$ cat src/rtl/core/aip_pkg.sv
`timescale 1ns / 1ps
`default_nettype none
// ----------------------------------------------------------------------------
// aip_pkg
// Shared types, character codes and helpers for the ASCII integer parser.
// ----------------------------------------------------------------------------
package aip_pkg;

  // Character codes
  localparam logic [7:0] CH_NUL   = 8'h00;
  localparam logic [7:0] CH_SPACE = 8'h20;
  localparam logic [7:0] CH_PLUS  = 8'h2B;
  localparam logic [7:0] CH_MINUS = 8'h2D;
  localparam logic [7:0] CH_ZERO  = 8'h30;
  localparam logic [7:0] CH_NINE  = 8'h39;
  localparam logic [7:0] CH_UP_A  = 8'h41;
  localparam logic [7:0] CH_UP_Z  = 8'h5A;
  localparam logic [7:0] CH_UP_X  = 8'h58;
  localparam logic [7:0] CH_LO_A  = 8'h61;
  localparam logic [7:0] CH_LO_Z  = 8'h7A;
  localparam logic [7:0] CH_LO_X  = 8'h78;

  // Radix codes
  localparam logic [5:0] BASE_AUTO  = 6'd0;
  localparam logic [5:0] BASE_MIN   = 6'd2;
  localparam logic [5:0] BASE_OCT   = 6'd8;
  localparam logic [5:0] BASE_DEC   = 6'd10;
  localparam logic [5:0] BASE_HEX   = 6'd16;
  localparam logic [5:0] BASE_MAX   = 6'd36;
  localparam logic [5:0] DIGIT_NONE = 6'd36;
  localparam logic [5:0] LETTER_OFS = 6'hA;

  localparam logic [11:0] OFFSET_MAX = 12'hFFF;

  typedef enum logic [2:0] {
    PH_SPACE  = 3'd0,
    PH_SIGNED = 3'd1,
    PH_ZERO   = 3'd2,
    PH_XSEEN  = 3'd3,
    PH_DIGITS = 3'd4
  } phase_t;

  typedef struct packed {
    phase_t      phase;
    logic        neg;
    logic [31:0] acc;
    logic [5:0]  base;
  } parse_st_t;

  typedef struct packed {
    logic        emit;
    logic [31:0] value;
    logic [11:0] offset;
    logic        by_char;
  } result_t;

  // Map a character to its digit value; DIGIT_NONE for anything else
  function automatic logic [5:0] digit_value(input logic [7:0] c);
    logic [7:0] diff;
    begin
      diff = 8'd0;
      if (c >= CH_ZERO && c <= CH_NINE) begin
        diff = c - CH_ZERO;
        return diff[5:0];
      end else if (c >= CH_UP_A && c <= CH_UP_Z) begin
        diff = c - CH_UP_A;
        return diff[5:0] + LETTER_OFS;
      end else if (c >= CH_LO_A && c <= CH_LO_Z) begin
        diff = c - CH_LO_A;
        return diff[5:0] + LETTER_OFS;
      end
      return DIGIT_NONE;
    end
  endfunction

endpackage
`default_nettype wire

$ cat src/rtl/core/aip_in_if.sv
`timescale 1ns / 1ps
`default_nettype none
// ----------------------------------------------------------------------------
// aip_in_if
// Character channel: one character and its end-of-buffer flag per beat.
// ----------------------------------------------------------------------------
interface aip_in_if;
  logic       valid;
  logic       ready;
  logic [7:0] char_code;
  logic       last_char;

  modport source (output valid, output char_code, output last_char, input ready);
  modport sink   (input valid, input char_code, input last_char, output ready);
endinterface
`default_nettype wire

$ cat src/rtl/core/aip_out_if.sv
`timescale 1ns / 1ps
`default_nettype none
// ----------------------------------------------------------------------------
// aip_out_if
// Result channel: converted value, stop offset and stop reason per beat.
// ----------------------------------------------------------------------------
interface aip_out_if;
  logic               valid;
  logic               ready;
  logic signed [31:0] parsed_value;
  logic [11:0]        stop_offset;
  logic               stopped_by_char;

  modport source (output valid, output parsed_value, output stop_offset,
                  output stopped_by_char, input ready);
  modport sink   (input valid, input parsed_value, input stop_offset,
                  input stopped_by_char, output ready);
endinterface
`default_nettype wire

$ cat src/rtl/core/aip_step.sv
`timescale 1ns / 1ps
`default_nettype none
// ----------------------------------------------------------------------------
// aip_step
// Next-state and result logic for one character: phase decode, digit
// multiply-add and stop offset saturation.
// ----------------------------------------------------------------------------
module aip_step #(
  parameter int MAX_STRING_LEN = 4096
) (
  input  wire logic [5:0]                          cfg_base,
  input  wire aip_pkg::parse_st_t                  st,
  input  wire logic [$clog2(MAX_STRING_LEN)-1:0]   pos,
  input  wire logic [7:0]                          c,
  input  wire logic                                last,
  output aip_pkg::parse_st_t                       st_nxt,
  output logic [$clog2(MAX_STRING_LEN)-1:0]        pos_nxt,
  output aip_pkg::result_t                         res
);

  localparam int POS_W  = $clog2(MAX_STRING_LEN);
  localparam int OFF_W  = POS_W + 1;
  localparam int WIDE_W = OFF_W + 12;
  localparam logic [POS_W-1:0] POS_END = POS_W'(MAX_STRING_LEN - 1);

  logic [5:0]        d;
  logic [5:0]        b_cfg;
  logic [5:0]        eff;
  logic [5:0]        zbase;
  logic [5:0]        mul_base;
  logic [31:0]       mac;
  logic              hit_last;
  logic              go;
  logic              stop;
  logic [31:0]       stop_val;
  logic [OFF_W-1:0]  off_raw;
  logic              stop_by;
  logic [WIDE_W-1:0] off_wide;
  logic              is_x;

  // Decode the character and the radix in effect
  always_comb begin
    d        = aip_pkg::digit_value(c);
    b_cfg    = (cfg_base < aip_pkg::BASE_MIN || cfg_base > aip_pkg::BASE_MAX) ?
               aip_pkg::BASE_AUTO : cfg_base;
    eff      = (b_cfg == aip_pkg::BASE_AUTO) ? aip_pkg::BASE_DEC : b_cfg;
    zbase    = (st.base == aip_pkg::BASE_AUTO) ? aip_pkg::BASE_OCT : aip_pkg::BASE_HEX;
    mul_base = (st.phase == aip_pkg::PH_ZERO) ? zbase : st.base;
    mac      = st.acc * {26'd0, mul_base} + {26'd0, d};
    hit_last = last || (pos == POS_END);
    is_x     = (c == aip_pkg::CH_LO_X) || (c == aip_pkg::CH_UP_X);
  end

  // Advance the phase, or stop the number
  always_comb begin
    st_nxt   = st;
    pos_nxt  = pos + POS_W'(1);
    go       = 1'b0;
    stop     = 1'b0;
    stop_val = 32'd0;
    off_raw  = '0;
    stop_by  = 1'b0;

    case (st.phase)
      aip_pkg::PH_SPACE, aip_pkg::PH_SIGNED: begin
        if (st.phase == aip_pkg::PH_SPACE && c == aip_pkg::CH_SPACE) begin
          go = 1'b1;
        end else if (st.phase == aip_pkg::PH_SPACE &&
                     (c == aip_pkg::CH_MINUS || c == aip_pkg::CH_PLUS)) begin
          st_nxt.neg   = (c == aip_pkg::CH_MINUS);
          st_nxt.phase = aip_pkg::PH_SIGNED;
          go           = 1'b1;
        end else if (c == aip_pkg::CH_NUL) begin
          stop = 1'b1;
        end else if (c == aip_pkg::CH_ZERO &&
                     (b_cfg == aip_pkg::BASE_AUTO || b_cfg == aip_pkg::BASE_HEX)) begin
          st_nxt.base  = b_cfg;
          st_nxt.acc   = 32'd0;
          st_nxt.phase = aip_pkg::PH_ZERO;
          go           = 1'b1;
        end else if (d < eff) begin
          st_nxt.base  = eff;
          st_nxt.acc   = {26'd0, d};
          st_nxt.phase = aip_pkg::PH_DIGITS;
          go           = 1'b1;
        end else begin
          stop    = 1'b1;
          stop_by = 1'b1;
        end
      end
      aip_pkg::PH_ZERO: begin
        if (is_x) begin
          st_nxt.phase = aip_pkg::PH_XSEEN;
          go           = 1'b1;
        end else if (c == aip_pkg::CH_NUL) begin
          stop     = 1'b1;
          stop_val = st.acc;
          off_raw  = OFF_W'(pos);
        end else if (d < zbase) begin
          st_nxt.base  = zbase;
          st_nxt.acc   = mac;
          st_nxt.phase = aip_pkg::PH_DIGITS;
          go           = 1'b1;
        end else begin
          stop     = 1'b1;
          stop_val = st.acc;
          off_raw  = OFF_W'(pos);
          stop_by  = 1'b1;
        end
      end
      aip_pkg::PH_XSEEN: begin
        if (d < aip_pkg::BASE_HEX) begin
          st_nxt.base  = aip_pkg::BASE_HEX;
          st_nxt.acc   = {26'd0, d};
          st_nxt.phase = aip_pkg::PH_DIGITS;
          go           = 1'b1;
        end else begin
          // dangling prefix: point back at the x
          stop    = 1'b1;
          off_raw = OFF_W'(pos) - OFF_W'(1);
          stop_by = 1'b1;
        end
      end
      default: begin
        if (c == aip_pkg::CH_NUL) begin
          stop     = 1'b1;
          stop_val = st.acc;
          off_raw  = OFF_W'(pos);
        end else if (d < st.base) begin
          st_nxt.acc = mac;
          go         = 1'b1;
        end else begin
          stop     = 1'b1;
          stop_val = st.acc;
          off_raw  = OFF_W'(pos);
          stop_by  = 1'b1;
        end
      end
    endcase

    // End of buffer after a consumed character
    if (go && hit_last) begin
      stop = 1'b1;
      if (st_nxt.phase == aip_pkg::PH_DIGITS || st_nxt.phase == aip_pkg::PH_ZERO) begin
        stop_val = st_nxt.acc;
        off_raw  = OFF_W'(pos) + OFF_W'(1);
      end else if (st_nxt.phase == aip_pkg::PH_XSEEN) begin
        off_raw = OFF_W'(pos);
        stop_by = 1'b1;
      end
    end

    // Start over after a result
    if (stop) begin
      st_nxt.phase = aip_pkg::PH_SPACE;
      st_nxt.neg   = 1'b0;
      st_nxt.acc   = 32'd0;
      st_nxt.base  = aip_pkg::BASE_AUTO;
      pos_nxt      = '0;
    end
  end

  // Sign and saturate the result
  always_comb begin
    off_wide    = WIDE_W'(off_raw);
    res.emit    = stop;
    res.value   = st.neg ? (32'd0 - stop_val) : stop_val;
    res.offset  = (off_wide > WIDE_W'(aip_pkg::OFFSET_MAX)) ? aip_pkg::OFFSET_MAX :
                  off_wide[11:0];
    res.by_char = stop_by;
  end

endmodule
`default_nettype wire

$ cat src/rtl/core/ascii_integer_parser.sv
`timescale 1ns / 1ps
`default_nettype none
// ----------------------------------------------------------------------------
// ascii_integer_parser
// Streaming string-to-integer converter, one character per beat.
// ----------------------------------------------------------------------------
// Usage:
//   in_ch carries one character per beat with a flag on the final character
//   of the buffer. out_ch carries one result per number: the signed value
//   (wrapped to 32 bits), the offset where conversion stopped and whether a
//   character stopped it. cfg_we/cfg_wdata set the radix (0 = auto), written
//   while the block is idle.
//   A beat is taken into an input register, then one pass of decode and a
//   32x6 multiply-add updates the parse state and, when the number ends,
//   loads the output register. The character that ends a number first sits
//   in the input register, then its result is loaded into the output
//   register; a stall on out_ch can hold it in between. Throughput is one
//   character per cycle while out_ch does not stall, set by the single multiply-add pass.
//   Reset clears the parse state, the radix (to auto) and both registers'
//   valid flags. When the receiver stalls, a pending result holds on out_ch;
//   the input register keeps one more character and in_ch.ready then drops
//   until the result is taken.
// ----------------------------------------------------------------------------
module ascii_integer_parser #(
  parameter int MAX_STRING_LEN = 4096
) (
  input  wire logic       clk,
  input  wire logic       rst_n,
  input  wire logic       cfg_we,
  input  wire logic [5:0] cfg_wdata,
  aip_in_if.sink          in_ch,
  aip_out_if.source       out_ch
);

  localparam int POS_W = $clog2(MAX_STRING_LEN);

  logic [5:0]          number_base_r;
  logic                in_valid_r;
  logic [7:0]          in_char_r;
  logic                in_last_r;
  aip_pkg::parse_st_t  st_r, st_nxt;
  logic [POS_W-1:0]    pos_r, pos_nxt;
  aip_pkg::result_t    res;
  logic                fire;
  logic                out_valid_r;
  logic [31:0]         out_value_r;
  logic [11:0]         out_offset_r;
  logic                out_by_char_r;

  // Compute stage advances when the result slot is free or draining
  assign fire         = in_valid_r && (!out_valid_r || out_ch.ready);
  assign in_ch.ready  = !in_valid_r || fire;

  // Radix register
  always_ff @(posedge clk) begin
    if (!rst_n) begin
      number_base_r <= aip_pkg::BASE_AUTO;
    end else if (cfg_we) begin
      number_base_r <= cfg_wdata;
    end
  end

  // Input register: hold a beat until the compute stage takes it
  always_ff @(posedge clk) begin
    if (!rst_n) begin
      in_valid_r <= 1'b0;
    end else if (in_ch.valid && in_ch.ready) begin
      in_valid_r <= 1'b1;
    end else if (fire) begin
      in_valid_r <= 1'b0;
    end
  end

  always_ff @(posedge clk) begin
    if (in_ch.valid && in_ch.ready) begin
      in_char_r <= in_ch.char_code;
      in_last_r <= in_ch.last_char;
    end
  end

  aip_step #(
    .MAX_STRING_LEN (MAX_STRING_LEN)
  ) u_step (
    .cfg_base (number_base_r),
    .st       (st_r),
    .pos      (pos_r),
    .c        (in_char_r),
    .last     (in_last_r),
    .st_nxt   (st_nxt),
    .pos_nxt  (pos_nxt),
    .res      (res)
  );

  // Parse state: advance once per character
  always_ff @(posedge clk) begin
    if (!rst_n) begin
      st_r.phase <= aip_pkg::PH_SPACE;
      st_r.neg   <= 1'b0;
      st_r.acc   <= 32'd0;
      st_r.base  <= aip_pkg::BASE_AUTO;
      pos_r      <= '0;
    end else if (fire) begin
      st_r  <= st_nxt;
      pos_r <= pos_nxt;
    end
  end

  // Output register: load on a result, drop when taken
  always_ff @(posedge clk) begin
    if (!rst_n) begin
      out_valid_r <= 1'b0;
    end else if (fire && res.emit) begin
      out_valid_r <= 1'b1;
    end else if (out_ch.ready) begin
      out_valid_r <= 1'b0;
    end
  end

  always_ff @(posedge clk) begin
    if (fire && res.emit) begin
      out_value_r   <= res.value;
      out_offset_r  <= res.offset;
      out_by_char_r <= res.by_char;
    end
  end

  assign out_ch.valid           = out_valid_r;
  assign out_ch.parsed_value    = out_value_r;
  assign out_ch.stop_offset     = out_offset_r;
  assign out_ch.stopped_by_char = out_by_char_r;

endmodule
`default_nettype wire

$ cat src/flat_wrapper.sv
// flat-port wrapper written by rule: the top's interface ports become plain ports
module ascii_integer_parser_flat 
#(
  parameter int MAX_STRING_LEN = 4096
)
  (clk, rst_n, cfg_we, cfg_wdata, in_ch_valid, in_ch_char_code, in_ch_last_char, in_ch_ready, out_ch_valid, out_ch_parsed_value, out_ch_stop_offset, out_ch_stopped_by_char, out_ch_ready);
  aip_in_if in_ch_i ();
  aip_out_if out_ch_i ();
  input  wire logic clk;
  input  wire logic rst_n;
  input  wire logic cfg_we;
  input  wire logic [5:0] cfg_wdata;
  input wire logic [$bits(in_ch_i.valid)-1:0] in_ch_valid;
  input wire logic [$bits(in_ch_i.char_code)-1:0] in_ch_char_code;
  input wire logic [$bits(in_ch_i.last_char)-1:0] in_ch_last_char;
  output wire logic [$bits(in_ch_i.ready)-1:0] in_ch_ready;
  output wire logic [$bits(out_ch_i.valid)-1:0] out_ch_valid;
  output wire logic [$bits(out_ch_i.parsed_value)-1:0] out_ch_parsed_value;
  output wire logic [$bits(out_ch_i.stop_offset)-1:0] out_ch_stop_offset;
  output wire logic [$bits(out_ch_i.stopped_by_char)-1:0] out_ch_stopped_by_char;
  input wire logic [$bits(out_ch_i.ready)-1:0] out_ch_ready;
  assign in_ch_i.valid = in_ch_valid;
  assign in_ch_i.char_code = in_ch_char_code;
  assign in_ch_i.last_char = in_ch_last_char;
  assign in_ch_ready = in_ch_i.ready;
  assign out_ch_valid = out_ch_i.valid;
  assign out_ch_parsed_value = out_ch_i.parsed_value;
  assign out_ch_stop_offset = out_ch_i.stop_offset;
  assign out_ch_stopped_by_char = out_ch_i.stopped_by_char;
  assign out_ch_i.ready = out_ch_ready;
  ascii_integer_parser #(.MAX_STRING_LEN(MAX_STRING_LEN)) u_core (.clk(clk), .rst_n(rst_n), .cfg_we(cfg_we), .cfg_wdata(cfg_wdata), .in_ch(in_ch_i), .out_ch(out_ch_i));
endmodule
$ cat config.mk
export PLATFORM = sky130hd
export DESIGN_NAME = ascii_integer_parser_flat
export DESIGN_NICKNAME = d
export VERILOG_FILES = /design/src/rtl/core/aip_pkg.sv /design/src/rtl/core/aip_in_if.sv /design/src/rtl/core/aip_out_if.sv /design/src/rtl/core/aip_step.sv /design/src/rtl/core/ascii_integer_parser.sv /design/src/flat_wrapper.sv
export SDC_FILE = /design/constraint.sdc
export NUM_CORES = 1
export LEC_CHECK = 0
export ABC_CLOCK_PERIOD_IN_PS = 9350
export BUFFER_PORTS_ARGS = -buffer_cell sky130_fd_sc_hd__buf_2
export CAP_MARGIN = 10
export CORE_UTILIZATION = 28
export CTS_CLUSTER_DIAMETER = 80
export DETAILED_ROUTE_END_ITERATION = 10
export PLACE_DENSITY = 0.44
export SLEW_MARGIN = 25
export SYNTH_ARGS = -nofsm -noshare
export SYNTH_HDL_FRONTEND = slang
export SYNTH_SLANG_ARGS = --single-unit
$ cat constraint.sdc
create_clock -name clk -period 9.35 [get_ports clk]
set_input_delay 1.87 -clock clk [delete_from_list [all_inputs] [get_ports clk]]
set_output_delay 1.87 -clock clk [all_outputs]
set_load 0.02 [all_outputs]
== Yosys cells after proc, flatten, opt, wreduce, memory -nomap -nowiden ==
Cells that the tools add are included.
Widths: inputs -> output; s select.

* Bits in registers: 116
* Bits of input ports: 20
* Output and inout bits: 47
* Word-level logic and storage cells: 188

* Add/subtract/negate cells: 10
* $mul: 1
* Order comparisons: 13
* Eq/ne operators: 23
* Mux-type cells: 95
* Reduce and logical (&&, ||, !) cells: 33

{| class="wikitable"
|+ Operator list
! operator !! number
|-
| $mux 32 || 10
|-
| $mux 38 || 8
|-
| $pmux 32 s3 || 1
|-
| $mux 42 || 2
|-
| $mux 12 || 6
|-
| $pmux 32 s2 || 1
|-
| $mux 13 || 4
|-
| $mux 6 || 7
|-
| $mux 1 || 41
|-
| $pmux 13 s3 || 1
|-
| $add 32x6->32 || 1
|-
| $eq 8x6->1 const B || 4
|-
| $mul 32x6->32 || 1
|-
| $sub 1x32->32 const A || 1
|-
| $mux 3 || 8
|-
| $ne 3x3->1 const B || 6
|-
| $pmux 6 s3 || 1
|-
| $eq 8x7->1 const B || 2
|-
| $ge 8x7->1 const B || 2
|-
| $le 8x7->1 const B || 2
|-
| $add 12x1->13 const B || 1
|-
| $gt 13x12->1 const B || 1
|-
| $sub 12x1->13 const B || 1
|-
| $add 12x1->12 const B || 1
|-
| other kinds (33) || 62
|}

== Depth between registers and ports, before layout ==
* Depth in word-level cells: 19
* Depth in mapped cells: 31
* Gate-level depth less buffers: 27

== By module ==
Synthesis repeated with hierarchy kept, for this count alone.

* Cells, all modules: 1853
* Area, all modules: 15139.5 sq um

{| class="wikitable"
|+ Modules (own cells, without submodules)
! module !! times used !! cells each !! area each (sq um)
|-
| aip_step || 1 || 1533 || 10983.0
|-
| ascii_integer_parser || 1 || 320 || 4156.5
|}

== Least setup slack after synthesis ==
OpenSTA, ideal clock, no wires.

* Path type: register to register
* Start point: reg u_core.st_r[39] in the netlist's numbering
* End point: reg u_core.out_value_r[31], in the netlist u_core.out_ch.parsed_value[31], data pin
* Arrival time: 6946 ps
* Data required time: 9076 ps
* Slack: 2130 ps
* Stages on the path, launching flop included: 31
* Path buffers: 4
* Path through: dfxtp_1 -> clkbuf_1 -> nand2b_1 -> nor2_1 -> clkbuf_1 -> nand2_1 -> o21ai_0 -> clkbuf_1 -> clkbuf_1 -> nand2_1 -> fa_1 -> fa_1 -> inv_1 -> fa_1 -> inv_1 -> fa_1 -> inv_1 -> ha_1 -> a21oi_1 -> o21ai_0 -> o211ai_1 -> nand2_1 -> a21oi_1 -> o41ai_1 -> or3_1 -> a32oi_1 -> a22oi_1 -> nor3b_1 -> nand3b_1 -> o41ai_1 -> xor2_1

{| class="wikitable"
|+ RTL lines
! item !! RTL line !! source
|-
| start: declaration || ascii_integer_parser.sv:41 || <nowiki>aip_pkg::parse_st_t st_r, st_nxt;</nowiki>
|-
| start signal: assignment || ascii_integer_parser.sv:103 || <nowiki>st_r <= st_nxt;</nowiki>
|-
| end signal: assignment || ascii_integer_parser.sv:121 || <nowiki>out_value_r <= res.value;</nowiki>
|-
| end: declaration || ascii_integer_parser.sv:46 || <nowiki>logic [31:0] out_value_r;</nowiki>
|}

==> metrics.md <==
| Metric | Value |
|---|---|
| TritonCTS Buffers | `17` |
| Final hold vios | `0` |
| Gr usage total | `18.1%` |
| Measured slew at the worst slew-check pin | `1.07 ns` |
| Synth-to-Final Area Change | `10.9%` |
| Critical Setup Path Class | `reg -> reg` |
| Fraction of registers with async set or reset after synthesis | `0%` |
| Syn Std Cell Area | `13800 sq um` |
| Final TNS setup | `0 ns` |
| RSZ-0062 raised after global routing | `false` |
| Number of synthesized flops with an enable pin | `54` |
| RePlAce Congestion | `0.878` |
| Cell with the most instances after synthesis | `nand2_1` |
| Detail Placement HPWL | `34100 microns` |
| HP Class | `reg -> reg` |
| Slew margin rel. | `28.4%` |
| CTS Buffer Depth | `2` |
| Sink Count | `116` |
| Initial Util | `28.6%` |
| Syn_nets | `1841` |
| CTS tree | `done` |
| Area contributors post-synth | `fa_1 (16%), edfxtp_1 (12%), dfxtp_1 (9.0%)` |
| WL per Instance | `19.6 microns` |
| Global-route wire length before repair | `70400 microns` |
| DIE WIDTH | `224 microns` |
| Cell row count | `80` |
| Syn Area/Cell | `8.50 sq um` |
| Register bit total from synthesis | `116` |
| Post-CTS Setup Bufs | `0` |
| Total grt overflow | `0` |
| Leak | `6.95 nW` |
| PostCTS Resize Cnt | `0` |
| Setup crit end kind | `flip-flop` |
| Vias | `12.1k` |
| Antenna diode instance count | `0` |
| CP required | `9.52 ns` |
| Die boundary height | `224 microns` |
| Post-Syn Instances | `1622` |
| Startpoint Class | `flip-flop` |
| DR vias/cell | `5.30` |
| Total Wirelength | `44700 microns` |
| Clk slew on worst S/H paths | `0.07 ns` |
| CORE AREA | `48100 sq um` |
| Worst path arrival time | `8.48 ns` |
| Final Skew | `0.0212 ns` |
| Worst VDD drop | `0.101 mV` |
| Total Nets Final | `1836` |
| Die ar. | `50100 sq um` |
| Run status | `finished, final reports clean` |
| CTS Root Cell | `clkbuf_16` |
| Post-synth top area share | `16.3%` |
| Number of port buffers | `66` |
| Final setup viols | `0` |
| Most instantiated cells after synthesis | `nand2_1 (158), fa_1 (112), and3_1 (101), clkbuf_1 (99)` |
| TritonRoute pass-1 iters | `5` |
| CP Max Fanout | `28` |
| Netlist cell types | `93` |
| Pin count of the biggest net entering global routing | `89` |
| Yosys warning count | `0` |
| Dpl ws | `1.05 ns` |
| Pins Over Slew Limit | `0` |
| Synth Flop Type | `dfxtp_1` |
| Final core occ | `31.8%` |
| Clk_lat worst skew | `0.45 ns` |
| Top Ports | `67` |
| Fmax | `120 MHz` |
| Tmin final | `8.31 ns` |
| Starting DRT DRC Count | `868` |
| Seq/Total Area, Yosys | `20.8%` |
| Hold_buf cts | `0` |
| Max-cap violations | `0` |
| PwrDens | `100 nW/um^2` |
| Area leader, netlist | `fa_1` |
| Tcrit/Tclk final | `88.9%` |
| Vias in the first global route | `11.9k` |
| H-tree depth | `4` |
| Post-DRT Antenna Nets | `0` |
| Share of cells above drive strength 1 | `9.69%` |
| # DRC | `0` |
| Initial antenna violation count | `2` |
| Worst setup margin | `1.04 ns` |
worst paths after layout:
path / start / to / slack (ns) / cells past startpoint
worst min register to register: u_core.st_r[4]$_SDFFE_PN0P_ / u_core.st_r[4]$_SDFFE_PN0P_ / 0.48 / 2
worst max register to register: u_core.st_r[0]$_SDFFE_PN0P_ / u_core.out_ch.parsed_value[31]$_DFFE_PP_ / 1.04 / 25
worst max-delay path: u_core.st_r[0]$_SDFFE_PN0P_ / u_core.out_ch.parsed_value[31]$_DFFE_PP_ / 1.04 / 25
worst min-delay path: u_core.st_r[4]$_SDFFE_PN0P_ / u_core.st_r[4]$_SDFFE_PN0P_ / 0.48 / 2
critical path, stage by stage (launching register included):
cell	delay, ns
dfxtp_1	0.83
nor4_1	0.14
and3_1	0.30
o21ai_2	0.15
buf_4	0.28
nand2_1	0.12
fa_1	0.52
fa_1	0.56
inv_1	0.06
fa_1	0.54
inv_1	0.05
fa_1	0.50
inv_1	0.04
ha_1	0.33
a21oi_1	0.14
o21ai_0	0.22
o211ai_1	0.54
a21boi_0	0.37
a2111oi_0	0.71
nor2_1	0.13
xnor2_1	0.16
a22oi_1	0.27
nor3b_1	0.37
nand3b_1	0.15
o41ai_1	0.41
xor2_1	0.11
power by group:
group / internal, mW / total, mW / switching (mW)
registers: 0.550 / 0.568 / 0.0180
logic: 0.0910 / 0.301 / 0.210
clock network: 0.410 / 0.665 / 0.255
area by class of cell:
cell class	count	area, sq um
clock buffers	25	518
clock inverters	7	66.3
fillers	5022	32900
inverters	87	327
multi-input cells	1302	10200
flip-flops and latches	116	2860
well taps	656	821
repair buffers	93	533
per-layer routing:
metal / wire length, microns / track usage (%) / vias up
li1: - / - / 5774
met1: 22500 / 26.5 / 6016
met2: 19700 / 27.6 / 294
met3: 2070 / 3.07 / 21
met4: 482 / 4.04 / 0
met5: 0 / 0 / -
flip-flops by register name, summed over array words and instances (netlist names):
signal,cells
u_core.out_ch.parsed_value,32
u_core.st_r,42
u_core.in_char_r,8
u_core.in_last_r,1
u_core.pos_r,12
u_core.in_valid_r,1
u_core.number_base_r,6
u_core.out_ch.valid,1
u_core.out_ch.stopped_by_char,1
u_core.out_ch.stop_offset,12
cells in the final DEF, fill, tap and decap left out, drive strengths merged, types with 21 or more instances in the layout:
cell type	synthesis	layout
nand2	158	158
fa	112	112
and3	101	101
buf	17	93
o21ai	91	91
inv	86	89
ha	87	87
a21oi	87	87
and2	62	62
dfxtp	62	62
nor2	62	62
edfxtp	54	54
nor2b	49	49
nor3	49	49
nand3	43	43
xnor2	41	41
a22oi	37	37
xor2	27	27
a21o	25	25
clkbuf	100	25
a21boi	21	21
logic make-up after synthesis:
family | Yosys count | synth area share, %
AOI/OAI and AO/OA | 414 | 20.5
adders and majority gates | 199 | 24.2
xor gates and xnor gates | 68 | 4.32
muxes | 20 | 1.48
and+or+nand+nor | 601 | 23.0
DFF | 116 | 20.8
buffers and inverters | 204 | 5.83
through the flow:
step	total power, mW	instances	area, sq um	hold WS [ns]
4_1_cts	1.55	2286	15300	0.475
3_5_place_dp	0.880	2254	14700	0.466
6_report	1.53	2286	15300	0.476
3_3_place_gp	0.877	2253	14700	0.456
5_1_grt	1.60	2286	15300	0.501
2_1_floorplan	0.775	1622	13800	0.441
Power figures use the tool's default switching activity.
